**src/rtl/core/gssr_pkg.sv**
```systemverilog
// shared types and constants for the six-button pad select scan reader
`default_nettype none

package gssr_pkg;

    // field widths
    localparam int unsigned PinsW     = 6;
    localparam int unsigned BaseW     = 8;
    localparam int unsigned ExtraW    = 5;
    localparam int unsigned ButtonW   = BaseW + ExtraW;
    localparam int unsigned DelayW    = 8;
    localparam int unsigned SettleW   = 16;
    localparam int unsigned InDataW   = 8;
    localparam int unsigned OutDataW  = 24;
    localparam int unsigned ApbAddrW  = 3;
    localparam int unsigned ApbDataW  = 32;

    // register reset values
    localparam logic [DelayW-1:0]  DelayReset  = 8'd14;
    localparam logic [SettleW-1:0] SettleReset = 16'd2000;

    // register word index (paddr[2])
    localparam logic RegPhaseDelay = 1'b0;
    localparam logic RegSettle     = 1'b1;

    // scan sequencer phases
    typedef enum logic [3:0] {
        PH_IDLE   = 4'd0,
        PH_LOW1   = 4'd1,
        PH_HIGH1  = 4'd2,
        PH_LOW2   = 4'd3,
        PH_HIGH2  = 4'd4,
        PH_LOW3   = 4'd5,
        PH_HIGH3  = 4'd6,
        PH_LOW4   = 4'd7,
        PH_SETTLE = 4'd8
    } t_phase;

    // configuration values handed to the sequencer
    typedef struct packed {
        logic [DelayW-1:0]  phase_delay;
        logic [SettleW-1:0] settle;
    } t_cfg;

    // one result beat
    typedef struct packed {
        logic               busy_res;
        logic               six_button_pad;
        logic [ButtonW-1:0] button_word;
        logic               read_done;
        logic               select_level;
    } t_scan_res;

endpackage

`default_nettype wire

```
**src/rtl/core/gssr_cfg.sv**
```systemverilog
// configuration register file with apb-style access
`default_nettype none

module gssr_cfg (
    input  wire logic                            i_clk,
    input  wire logic                            i_rst_n,
    input  wire logic                            psel,
    input  wire logic                            penable,
    input  wire logic                            pwrite,
    input  wire logic [gssr_pkg::ApbAddrW-1:0]   paddr,
    input  wire logic [gssr_pkg::ApbDataW-1:0]   pwdata,
    output logic      [gssr_pkg::ApbDataW-1:0]   prdata,
    output logic                                 pready,
    output gssr_pkg::t_cfg                       o_cfg
);
    import gssr_pkg::*;

    logic [DelayW-1:0]  r_delay;
    logic [SettleW-1:0] r_settle;
    logic               wr_en;
    logic               reg_sel;

    assign pready  = 1'b1;
    assign reg_sel = paddr[2];
    assign wr_en   = psel & penable & pwrite & pready;

    // register writes, word select only
    always_ff @(posedge i_clk) begin
        if (!i_rst_n) begin
            r_delay  <= DelayReset;
            r_settle <= SettleReset;
        end else if (wr_en) begin
            unique case (reg_sel)
                RegPhaseDelay: r_delay  <= pwdata[DelayW-1:0];
                RegSettle:     r_settle <= pwdata[SettleW-1:0];
                default: ;
            endcase
        end
    end

    // read mux
    always_comb begin
        unique case (reg_sel)
            RegPhaseDelay: prdata = {{(ApbDataW-DelayW){1'b0}}, r_delay};
            RegSettle:     prdata = {{(ApbDataW-SettleW){1'b0}}, r_settle};
            default:       prdata = '0;
        endcase
    end

    assign o_cfg.phase_delay = r_delay;
    assign o_cfg.settle      = r_settle;

endmodule

`default_nettype wire

```
**src/rtl/core/gssr_scan.sv**
```systemverilog
// select sequencer: phase state, wait counter and button capture per tick
`default_nettype none

module gssr_scan (
    input  wire logic                          i_clk,
    input  wire logic                          i_rst_n,
    input  wire logic                          i_step,
    input  wire logic                          i_start,
    input  wire logic [gssr_pkg::PinsW-1:0]    i_pins,
    input  gssr_pkg::t_cfg                     i_cfg,
    output gssr_pkg::t_scan_res                o_res
);
    import gssr_pkg::*;

    t_phase             r_phase, n_phase;
    logic [SettleW-1:0] r_wait, n_wait;
    logic [BaseW-1:0]   r_base, n_base;
    logic [ExtraW-1:0]  r_extra, n_extra;
    logic               r_six, n_six;
    logic               r_sel, n_sel;

    logic [PinsW-1:0]   pressed;
    logic               elapsed;
    logic [SettleW-1:0] wait_dec;
    logic [SettleW-1:0] delay_ld;
    logic               done;

    // state registers, advance once per accepted tick
    always_ff @(posedge i_clk) begin
        if (!i_rst_n) begin
            r_phase <= PH_IDLE;
            r_wait  <= '0;
            r_base  <= '0;
            r_extra <= '0;
            r_six   <= 1'b0;
            r_sel   <= 1'b1;
        end else if (i_step) begin
            r_phase <= n_phase;
            r_wait  <= n_wait;
            r_base  <= n_base;
            r_extra <= n_extra;
            r_six   <= n_six;
            r_sel   <= n_sel;
        end
    end

    // pins are active low
    assign pressed  = ~i_pins;
    assign elapsed  = (r_wait <= SettleW'(1));
    assign wait_dec = elapsed ? '0 : r_wait - SettleW'(1);
    assign delay_ld = {{(SettleW-DelayW){1'b0}}, i_cfg.phase_delay};

    // next state and result
    always_comb begin
        n_phase = r_phase;
        n_wait  = r_wait;
        n_base  = r_base;
        n_extra = r_extra;
        n_six   = r_six;
        n_sel   = r_sel;
        done    = 1'b0;
        unique case (r_phase)
            PH_IDLE: begin
                if (i_start) begin
                    n_six   = 1'b0;
                    n_extra = '0;
                    n_base  = {{(BaseW-PinsW){1'b0}}, pressed};
                    n_sel   = 1'b0;
                    n_wait  = delay_ld;
                    n_phase = PH_LOW1;
                end
            end
            PH_LOW1: begin
                n_wait = wait_dec;
                if (elapsed) begin
                    // left and right both low means a pad is answering
                    if (pressed[3:2] != 2'b11) begin
                        n_sel   = 1'b1;
                        n_phase = PH_IDLE;
                        done    = 1'b1;
                    end else begin
                        n_base[6] = r_base[6] | pressed[4];
                        n_base[7] = r_base[7] | pressed[5];
                        n_sel     = 1'b1;
                        n_wait    = delay_ld;
                        n_phase   = PH_HIGH1;
                    end
                end
            end
            PH_HIGH1: begin
                n_wait = wait_dec;
                if (elapsed) begin
                    n_sel   = 1'b0;
                    n_wait  = delay_ld;
                    n_phase = PH_LOW2;
                end
            end
            PH_LOW2: begin
                n_wait = wait_dec;
                if (elapsed) begin
                    n_sel   = 1'b1;
                    n_wait  = delay_ld;
                    n_phase = PH_HIGH2;
                end
            end
            PH_HIGH2: begin
                n_wait = wait_dec;
                if (elapsed) begin
                    n_sel   = 1'b0;
                    n_wait  = delay_ld;
                    n_phase = PH_LOW3;
                end
            end
            PH_LOW3: begin
                n_wait = wait_dec;
                if (elapsed) begin
                    // all four directions low marks a six-button pad
                    if (pressed[3:0] == 4'hF) begin
                        n_sel   = 1'b1;
                        n_wait  = delay_ld;
                        n_phase = PH_HIGH3;
                    end else begin
                        n_sel   = 1'b1;
                        n_phase = PH_IDLE;
                        done    = 1'b1;
                    end
                end
            end
            PH_HIGH3: begin
                n_wait = wait_dec;
                if (elapsed) begin
                    n_extra = {1'b0, pressed[3:0]};
                    n_sel   = 1'b0;
                    n_wait  = delay_ld;
                    n_phase = PH_LOW4;
                end
            end
            PH_LOW4: begin
                n_wait = wait_dec;
                if (elapsed) begin
                    n_extra[4] = r_extra[4] | pressed[0];
                    n_sel      = 1'b1;
                    n_six      = 1'b1;
                    done       = 1'b1;
                    n_wait     = i_cfg.settle;
                    n_phase    = (i_cfg.settle == '0) ? PH_IDLE : PH_SETTLE;
                end
            end
            PH_SETTLE: begin
                n_wait = wait_dec;
                if (elapsed) begin
                    n_phase = PH_IDLE;
                end
            end
            default: begin
                // unused phase code recovers to idle
                n_sel   = 1'b1;
                n_wait  = '0;
                n_phase = PH_IDLE;
            end
        endcase

        o_res.select_level   = n_sel;
        o_res.read_done      = done;
        o_res.button_word    = done ? {n_extra, n_base} : '0;
        o_res.six_button_pad = n_six;
        o_res.busy_res       = (n_phase != PH_IDLE);
    end

endmodule

`default_nettype wire

```
**src/rtl/core/gamepad_select_scan_reader.sv**
```systemverilog
// Six-button pad select scan reader: one input beat per time tick, one result beat per tick.
// Path from input beat accept to result beat: input register, then result register.
// Throughput: 1 beat per cycle while the result side does not stall; the sequencer state updates once per tick.
// Backpressure on the result side stalls the input side one register later.
// Reset (i_rst_n low, synchronous): idle, select high, counters and buttons cleared,
// registers back to phase delay 14 and settle 2000 ticks.
`default_nettype none

module gamepad_select_scan_reader (
    input  wire logic                             i_clk,
    input  wire logic                             i_rst_n,
    // input beat
    input  wire logic                             i_s_tvalid,
    output logic                                  o_s_tready,
    // [0] start_read, [6:1] pad_pins, [7] zero
    input  wire logic [gssr_pkg::InDataW-1:0]     i_s_tdata,
    // result beat
    output logic                                  o_m_tvalid,
    input  wire logic                             i_m_tready,
    // [0] select_level, [1] read_done, [14:2] button_word, [15] six_button_pad,
    // [16] busy_res, [23:17] zero
    output logic      [gssr_pkg::OutDataW-1:0]    o_m_tdata,
    // configuration
    input  wire logic                             psel,
    input  wire logic                             penable,
    input  wire logic                             pwrite,
    input  wire logic [gssr_pkg::ApbAddrW-1:0]    paddr,
    input  wire logic [gssr_pkg::ApbDataW-1:0]    pwdata,
    output logic      [gssr_pkg::ApbDataW-1:0]    prdata,
    output logic                                  pready
);
    import gssr_pkg::*;

    localparam int unsigned ResW = $bits(t_scan_res);

    t_cfg              cfg;
    t_scan_res         res;

    logic              r_in_valid;
    logic              r_in_start;
    logic [PinsW-1:0]  r_in_pins;
    logic              r_out_valid;
    t_scan_res         r_out;
    logic              advance;
    logic              step;

    gssr_cfg u_cfg (
        .i_clk   (i_clk),
        .i_rst_n (i_rst_n),
        .psel    (psel),
        .penable (penable),
        .pwrite  (pwrite),
        .paddr   (paddr),
        .pwdata  (pwdata),
        .prdata  (prdata),
        .pready  (pready),
        .o_cfg   (cfg)
    );

    // handshake control
    assign advance    = !r_out_valid || i_m_tready;
    assign step       = r_in_valid && advance;
    assign o_s_tready = !r_in_valid || advance;

    // input register
    always_ff @(posedge i_clk) begin
        if (!i_rst_n) begin
            r_in_valid <= 1'b0;
        end else if (o_s_tready) begin
            r_in_valid <= i_s_tvalid;
        end
    end

    always_ff @(posedge i_clk) begin
        if (o_s_tready && i_s_tvalid) begin
            r_in_start <= i_s_tdata[0];
            r_in_pins  <= i_s_tdata[PinsW:1];
        end
    end

    gssr_scan u_scan (
        .i_clk   (i_clk),
        .i_rst_n (i_rst_n),
        .i_step  (step),
        .i_start (r_in_start),
        .i_pins  (r_in_pins),
        .i_cfg   (cfg),
        .o_res   (res)
    );

    // result register
    always_ff @(posedge i_clk) begin
        if (!i_rst_n) begin
            r_out_valid <= 1'b0;
        end else if (step) begin
            r_out_valid <= 1'b1;
        end else if (i_m_tready) begin
            r_out_valid <= 1'b0;
        end
    end

    always_ff @(posedge i_clk) begin
        if (step) begin
            r_out <= res;
        end
    end

    assign o_m_tvalid = r_out_valid;
    assign o_m_tdata  = {{(OutDataW-ResW){1'b0}}, r_out};

endmodule

`default_nettype wire

```
**config.mk**
```make
export PLATFORM = sky130hd
export DESIGN_NAME = gamepad_select_scan_reader
export DESIGN_NICKNAME = d
export VERILOG_FILES = /design/src/rtl/core/gssr_pkg.sv /design/src/rtl/core/gssr_cfg.sv /design/src/rtl/core/gssr_scan.sv /design/src/rtl/core/gamepad_select_scan_reader.sv
export SDC_FILE = /design/constraint.sdc
export NUM_CORES = 1
export LEC_CHECK = 0
export BUFFER_PORTS_ARGS = -buffer_cell sky130_fd_sc_hd__clkbuf_2
export CORE_MARGIN = 2
export CORE_UTILIZATION = 55
export DETAILED_ROUTE_END_ITERATION = 8
export PLACE_DENSITY_LB_ADDON = 0.1
export SETUP_SLACK_MARGIN = 0.15
export SLEW_MARGIN = 40
export SYNTH_ARGS = -nofsm -noshare
export SYNTH_HDL_FRONTEND = slang
export SYNTH_HIERARCHICAL = 1
export SYNTH_SLANG_ARGS = --single-unit
export TNS_END_PERCENT = 1
```
**constraint.sdc**
```tcl
create_clock -name i_clk -period 4.4 [get_ports i_clk]
set_clock_uncertainty 0.15 [all_clocks]
set_input_delay 0.22 -clock i_clk [delete_from_list [all_inputs] [get_ports i_clk]]
set_output_delay 0.22 -clock i_clk [all_outputs]
set_load 0.05 [all_outputs]
```
### After elaboration in Yosys (flattened, before gate mapping)

Index checks and enable logic that the tools add are counted.

* logic and storage cells: 101
* flip-flop bits (word level): 85
* output and inout bits: 59
* input bits: 50

* $add $sub $neg: 1
* equal/unequal tests: 11
* reductions and logical operators: 16
* bitwise logic cells: 7
* multiplexer cells: 48
* order comparisons: 1

Operators by type and width (count)
* $mux 16: 8
* $pmux 16 s6: 1
* $pmux 32 s2: 1
* $mux 4: 10
* $pmux 4 s9: 1
* $eq 4x3->1 const B: 4
* $le 16x1->1 const B: 1
* $logic_not 16->1: 1
* $sub 16x1->16 const B: 1
* $mux 1: 13
* $mux 5: 2
* $eq 4x2->1 const B: 2
* $eq 4x4->1 const B: 2
* $mux 8: 1
* $pmux 4 s2: 1
* $reduce_or 4->1: 2
* $mux 2: 3
* $mux 6: 1
* $not 6->6: 1
* $pmux 1 s3: 2
* $reduce_and 2->1: 3
* $eq 4x1->1 const B: 1
* $logic_not 4->1: 1
* $ne 2x2->1 const B: 2
* 13 further kinds: 19

### Logic depth before layout (Yosys ltp)

Gate-level depths: netlist (run 1).

* depth in word-level cells: 6
* depth in mapped cells: 8
* depth with buffers taken out: 8

### By module

The synthesis (run 1) kept the hierarchy.

By module, submodules not included
* gssr_scan: area an instance 2519.9 µm², seq. area each 700.7 µm², cells an instance 327, times used 1
* gssr_cfg: area an instance 1313.8 µm², seq. area each 480.5 µm², cells an instance 141, times used 1
* gamepad_select_scan_reader: area an instance 880.8 µm², seq. area each 760.7 µm², cells an instance 41, times used 1

### Worst setup path before layout (run 1)

No wires, ideal clock.

* path type: reg-to-reg
* start: register r_out_valid (netlist: o_m_tvalid)
* end: register u_scan.r_wait[7]
* setup time: 0.116 ns
* setup slack: 1.249 ns
* stages on the path, launching flop included: 9
* path buffers: 1
* data required time: 4.134 ns
* arrival: 2.885 ns
* cells stage by stage: dfxtp_1 > nor2b_4 > nor2b_1 > o21ai_0 > and2_1 > buf_4 > nand2_1 > nand3_1 > a31o_2

* word-level cells in the longest chain between the ends: 4

Ends and longest elaborated chain
* start, declared: line gamepad_select_scan_reader.sv:42 `logic r_out_valid;`
* start signal, assigned: line gamepad_select_scan_reader.sv:94 `r_out_valid <= 1'b0;`
* start signal, assigned: line gamepad_select_scan_reader.sv:96 `r_out_valid <= 1'b1;`
* start signal, assigned: line gamepad_select_scan_reader.sv:98 `r_out_valid <= 1'b0;`
* $logic_not 1->1: line gamepad_select_scan_reader.sv:61 `assign advance = !r_out_valid || i_m_tready;`
* $logic_or 1x1->1: line gamepad_select_scan_reader.sv:61
* $logic_and 1x1->1: line gamepad_select_scan_reader.sv:62 `assign step = r_in_valid && advance;`
* via step: line gamepad_select_scan_reader.sv:45 `logic step;`
* $reduce_and 2->1 (no source line)
* end signal, assigned: line gssr_scan.sv:39 `r_wait <= n_wait;`
* end, declared: line gssr_scan.sv:16 `logic [SettleW-1:0] r_wait, n_wait;`

The timed path passes the listed nets, and every way through them passes these cells.
A chain may end at the register's enable or synchronous reset.

### Worst setup path in the final report (run 1)

* start: register u_scan.r_phase[1]
* end: register u_scan.r_wait[0]

* word-level cells in the longest chain between the ends: 3

Ends and longest elaborated chain
* start, declared: line gssr_scan.sv:15 `t_phase r_phase, n_phase;`
* start signal, assigned: line gssr_scan.sv:38 `r_phase <= n_phase;`
* $eq 4x2->1 (tied with other cells): line gssr_scan.sv:62 `unique case (r_phase)`
* $reduce_or 4->1 (no source line) / $ne 2x2->1 (equally long branches)
* $pmux 16 s6 / $reduce_and 2->1 (equally long branches)

Several ways; a longest one is shown, not always the timed one.

==> metrics.txt, run 1 <==
status completed; # diodes 0; via count 4,021; synth top area cells dfxtp_1 (26%), edfxtp_1 (15%), mux2i_1 (5.1%); non-filler cells, final 693; CTS tree yes; drt wl/cell 16.12 um; Fin. Hold Viols 0; CP endpoint u_scan/r_wait[0]; critical path arrival 2.81 ns; Routed WL 11.17 mm; number of setup buffers added after CTS 0; Synth Register Bits 85; final setup violating endpoints 0; # IOs 109; Core Util, Final 0.6524; layout overhead on the synthesized area 14.28%; Synthesis Warnings 6; fillers 718; Slew Limit Fails 0; FP Rows 33; delay-heaviest family, CP simple AND/OR/NAND/NOR gates; max-cap violations 0; worst-path cell chain or4_1 > o21ai_0 > and2_1 > a22o_1 > a221o_1; combinational family with the most area after synthesis simple AND/OR/NAND/NOR gates; Design Area, Final 5388 um^2; CP startpoint u_scan/r_phase[1]; port bufs 65; worst r2r path cells 5; worst hold path type primary input to flip-flop; first-pass GRT wire length 17.93 mm; final hold slack 0.07769 ns; dpl cells 652; Post-Synth Adder-Cell Area 0.005308; CP Depth 5; Clock H-tree levels 3; GRT overflow 0; Yosys cell types 75; Max Clk Rate 0.3757 GHz; Clock Latency Late Sink 0.36 ns; pwr dens 334.5 nW/um^2; mux share of post-synthesis cell area 0.07006; vias in the first global route 3,671; DR vias/cell 5.802; flop-to-flop setup slack 1.74 ns; die height 96.59 um; Worst Path Buf+Inv 0; cell taking the most area after synthesis dfxtp_1; crit path kind flip-flop to flip-flop; Placed Area 4930 um^2; worst-margin pin slew 0.8349 ns; Lkg Pwr 2.155 nW; drt drc 0; worst slack at placement 1.673 ns; FF-to-FF End u_scan/r_wait[0]; Worst slew margin 0.4383; detailed-router iteration count before antenna repair 6; largest net degree at the start of global routing 65; worst-path fanout max 14; post-DP HPWL 7.648 mm; simple-gate area share of the yosys netlist 0.2314; Startpoint Class flip-flop; Avg Cell Area, Syn 9.262 um^2; asr flop ratio synth 0; Die ar. 9329 um^2; Post-Syn Instances 509; GRT Util Overall 0.2512; Post-synth EDFFs 24; # clock sinks 85; total power draw 1.802 mW; Antenna Nets Post-Route 0; Root Buffer clkbuf_8; Post-Synth XOR/XNOR Area 0.01486; fin crit share 0.6050; Synth Cell Area 4715 um^2; Die Width 96.59 um; Critical Path RT 4.55 ns; Synth top area share 0.2590; Final TNS setup 0 ns; ys flop type dfxtp_1; slowest stage delay, CP 0.64 ns; clk slew on worst S/H paths 0.09 ns; CP max stage cell or4_1; initial core utilization 0.5709; Max Buffers Root-to-Sink 2; register area share after synthesis 0.4119; RSZ-0062 raised after global routing false; Max VDD drop 0.2148 mV; Core ar. 8258 um^2; r2r startpoint u_scan/r_phase[1]; compound-gate portion of the synthesized area 0.1807; routability cong. 0.9435; layout cells sized above 1 0.2024; nets 635; antenna violations before repair 0; CP endpoint kind flip-flop; Final min period 2.662 ns; CTS Buf Count 9; post-route setup slack 1.738 ns; DR iter-0 viols 398
==> sequential cells by signal (all words and copies together), names as in the netlist, 4 cells and up <==
signal and cells:
u_scan/r_wait 16, u_cfg/r_delay 8, o_m_tdata 17, u_cfg/r_settle 16, u_scan/r_phase 4, r_in_pins 6, u_scan/r_extra 5, u_scan/r_base 8
==> power breakdown <==
part	switching (mW)	internal (mW)	leakage [nW]
Clock	0.296	0.264	0.0899
Sequential	0.0250	0.829	0.728
Combinational	0.266	0.121	1.34
==> area by class of cell <==
cell class | instances | area (um^2) | share of cell area
Inverter | 9 | 35.03 | 0.006503
Clock buffer | 9 | 123.9 | 0.02299
Timing Repair Buffer | 94 | 610.6 | 0.1133
Sequential cell | 85 | 1942 | 0.3604
Clock inverter | 7 | 73.82 | 0.01370
Tap cell | 105 | 131.4 | 0.02438
Multi-Input combinational cell | 384 | 2471 | 0.4587
==> worst register-to-register path, stage by stage, from the launching register on <==
cell	delay [ns]
dfxtp_1	0.45
or4_1	0.64
o21ai_0	0.45
and2_1	0.57
a22o_1	0.25
a221o_1	0.10
==> cell usage in the layout, fill, tap and decap left out, drive strengths merged, types with 6 or more instances in the layout <==
cell         count
mux2i           24
o211a            6
edfxtp          24
nor3            10
nor2b           23
inv             10
nand3           12
a31oi            7
mux2             8
o21ai           28
clkbuf          74
a21oi           11
dfxtp           61
a211oi          10
and2            20
nand4            8
conb            24
a22oi            8
o2bb2ai          6
nor2            33
nand2           63
dlygate4sd3     24
nor4            11
==> metal layers <==
layer	track usage	part of all wire	vias to the layer above
met5	0	0	-
met4	0.08685	0.012	0
met3	0.05663	0.078	16
met2	0.3912	0.46	198
met1	0.3449	0.45	1863
li1	-	-	1944
==> synth_stat cells, types with 4 or more instances <==
master     number
a2bb2oi_1       4
nor2b_1        22
o2bb2ai_1       6
a31oi_1         7
a211oi_2        6
mux2i_1        24
a22oi_1         8
or3_1           5
nor2_1         31
and2_1         20
dfxtp_1        61
clkbuf_1       11
buf_4          30
o211a_1         6
nand2_1        62
a21oi_1        11
nand3_1        12
mux2_2          8
edfxtp_1       24
a211oi_1        4
inv_1           8
buf_2           6
o21ai_0        26
xnor2_1         5
nand4_1         8
nor3_1          9
or2_2           4
nor4_1         10
nand2b_1        4
==> kinds of logic after synthesis <==
logic type               after synthesis
flip-flops                            85
multiplexers                          32
buffers and inverters                 61
AND/OR/NAND/NOR                      204
AO/OA/AOI/OAI                        114
other                                  3
adder cells (fa/ha/maj)                2
XOR/XNOR                               8
==> repair_timing <==
action / 4_1_cts / 5_1_grt
hold buffers: 24 / 0
hold endpoints to repair: 30 / 0
resized for setup: 0 / 0
==> worst min path at each step <==
| stage | startpoint | endpoint | slack, ns | depth (start not counted) |
|---|---|---|---|---|
| after floorplan | i_s_tdata[1] | r_in_pins[0] | 0.17 | 0 |
| after global placement | i_s_tdata[6] | r_in_pins[5] | 0.25 | 1 |
| after detailed placement | i_s_tdata[4] | r_in_pins[3] | 0.25 | 1 |
| after CTS | i_m_tready | r_in_valid | 0.05 | 3 |
| after global routing | i_m_tready | o_m_tvalid | 0.07 | 3 |
| final | i_m_tready | o_m_tvalid | 0.08 | 3 |
(Power assumes the default switching activity.)
==> run 2: changes to the inputs <==
--- a/config.mk
+++ b/config.mk
@@ -7,7 +7,7 @@
 export LEC_CHECK = 0
 export BUFFER_PORTS_ARGS = -buffer_cell sky130_fd_sc_hd__clkbuf_2
 export CORE_MARGIN = 2
-export CORE_UTILIZATION = 55
+export CORE_UTILIZATION = 54
 export DETAILED_ROUTE_END_ITERATION = 8
 export PLACE_DENSITY_LB_ADDON = 0.1
 export SETUP_SLACK_MARGIN = 0.15
==> constraint.sdc (replaced) <==
create_clock -name i_clk -period 2.56 [get_ports i_clk]
set_clock_uncertainty 0.15 [all_clocks]
set_input_delay 0.128 -clock i_clk [delete_from_list [all_inputs] [get_ports i_clk]]
set_output_delay 0.128 -clock i_clk [all_outputs]
set_load 0.05 [all_outputs]
==> metrics.txt, run 2 (synthesis gave the netlist of run 1 again) <==
initial core utilization 0.5486; routability cong. 0.9285; FF-to-FF End o_m_tdata[2]; post-DP HPWL 8.947 mm; Core Util, Final 0.6574; drt drc 0; Final min period 2.348 ns; r2r startpoint u_scan/r_wait[8]; max-cap violations 0; Lkg Pwr 2.318 nW; WHS Endpoint u_scan/r_sel; Die Width 97.44 um; pwr dens 565.8 nW/um^2; CTS tree yes; Max VDD drop 0.3323 mV; status completed; min-delay src i_rst_n; Root Buffer clkbuf_8; layout overhead on the synthesized area 19.82%; highest-count cells in the layout ignoring fill and taps clkbuf_2 (65), nand2_1 (62), dfxtp_1 (61); # clock sinks 85; worst hold path type primary input to flip-flop; CTS Buf Count 9; commonest non-fill, non-tap cell in the layout clkbuf_2; Die ar. 9494 um^2; total power draw 3.197 mW; antenna violations before repair 0; detailed-router iteration count before antenna repair 5; Routed WL 12.46 mm; Final TNS setup 0 ns; Core ar. 8593 um^2; layout cells sized above 1 0.2419; Slew Limit Fails 0; Max Clk Rate 0.4259 GHz; Clock H-tree levels 3; flop-to-flop setup slack 0.21 ns; first-pass GRT wire length 20.38 mm; drt wl/cell 17.11 um; Antenna Nets Post-Route 0; FP Rows 34; critical path arrival 2.39 ns; DR vias/cell 5.777; via count 4,206; worst r2r path cells 6; DR iter-0 viols 279; Cells on Worst Hold Path 3; max FFs per register 17; # IOs 109; Max Buffers Root-to-Sink 2; RSZ-0062 raised after global routing true; clk slew on worst S/H paths 0.09 ns; port bufs 65; die height 97.44 um; worst-margin pin slew 0.7434 ns; nets 667; fin crit share 0.9171; Critical Path RT 2.60 ns; vias in the first global route 4,062; worst-path fanout max 10; Worst slew margin 0.5044; GRT overflow 0; largest net degree at the start of global routing 52; crit path kind flip-flop to flip-flop; Clock Latency Late Sink 0.36 ns; final setup violating endpoints 0; # diodes 0; Startpoint Class flip-flop; CP endpoint kind flip-flop; Fin. Hold Viols 0; number of setup buffers added after CTS 0; GRT Util Overall 0.2648
-- run 2: where the power goes --
group	internal, mW	switching (mW)
clock	0.464	0.530
combinational	0.260	0.482
sequential	1.43	0.0345
total	2.15	1.05
-- run 2: what timing repair did --
action                                  4_1_cts  5_1_grt
hold buffers                                 26        0
endpoints found under the setup margin        0       14
gates resized for setup                       0        1
hold endpoints to repair                     33        0
-- run 2: worst max path at each step --
stage	startpoint	to	slack (ns)	cells after the start
after CTS	u_scan/r_wait[13]	o_m_tdata[2]	0.19	6
after detailed placement	u_scan/r_wait[13]	o_m_tdata[2]	0.23	6
final	u_scan/r_wait[8]	o_m_tdata[2]	0.21	6
after global routing	u_scan/r_wait[8]	o_m_tdata[0]	0.14	7
after floorplan	o_m_tvalid	u_scan/r_wait[7]	0.20	8
after global placement	u_scan/r_wait[8]	o_m_tdata[2]	0.28	6
-- run 2: layout make-up --
type	count	area, um^2
Clock buffer	9	123.9
Clock inverter	7	81.33
Fill cell	728	2944
Inverter	9	35.03
Multi-Input combinational cell	384	2471
Sequential cell	85	1942
Tap cell	108	135.1
Timing Repair Buffer	126	860.8
-- run 2: worst max-delay path, stage by stage (launching register included) --
cell	delay, ns
dfxtp_1	0.39
or4_1	0.63
nor2_4	0.15
nand2_4	0.05
or3_1	0.38
buf_4	0.21
a211oi_2	0.22
-- run 2: through the flow --
| step | hold slack, ns | setup slack [ns] | std cells | instance area [um^2] |
|---|---|---|---|---|
| finish | 0.06825 | 0.2121 | 728 | 5649 |
| global placement | 0.1547 | 0.2824 | 686 | 5179 |
| floorplan | 0.07687 | 0.2020 | 530 | 4801 |
| global route | 0.07669 | 0.1423 | 728 | 5649 |
| CTS | 0.04965 | 0.1872 | 728 | 5644 |
| detailed placement | 0.1573 | 0.2284 | 686 | 5179 |
-- run 2: metal layers --
layer | part of all wire | global-route usage | vias up
met3 | 0.061 | 0.04604 | 9
met4 | 0.0078 | 0.07051 | 0
met2 | 0.47 | 0.4228 | 160
met1 | 0.46 | 0.3731 | 2033
li1 | - | - | 2004
met5 | 0 | 0 | -
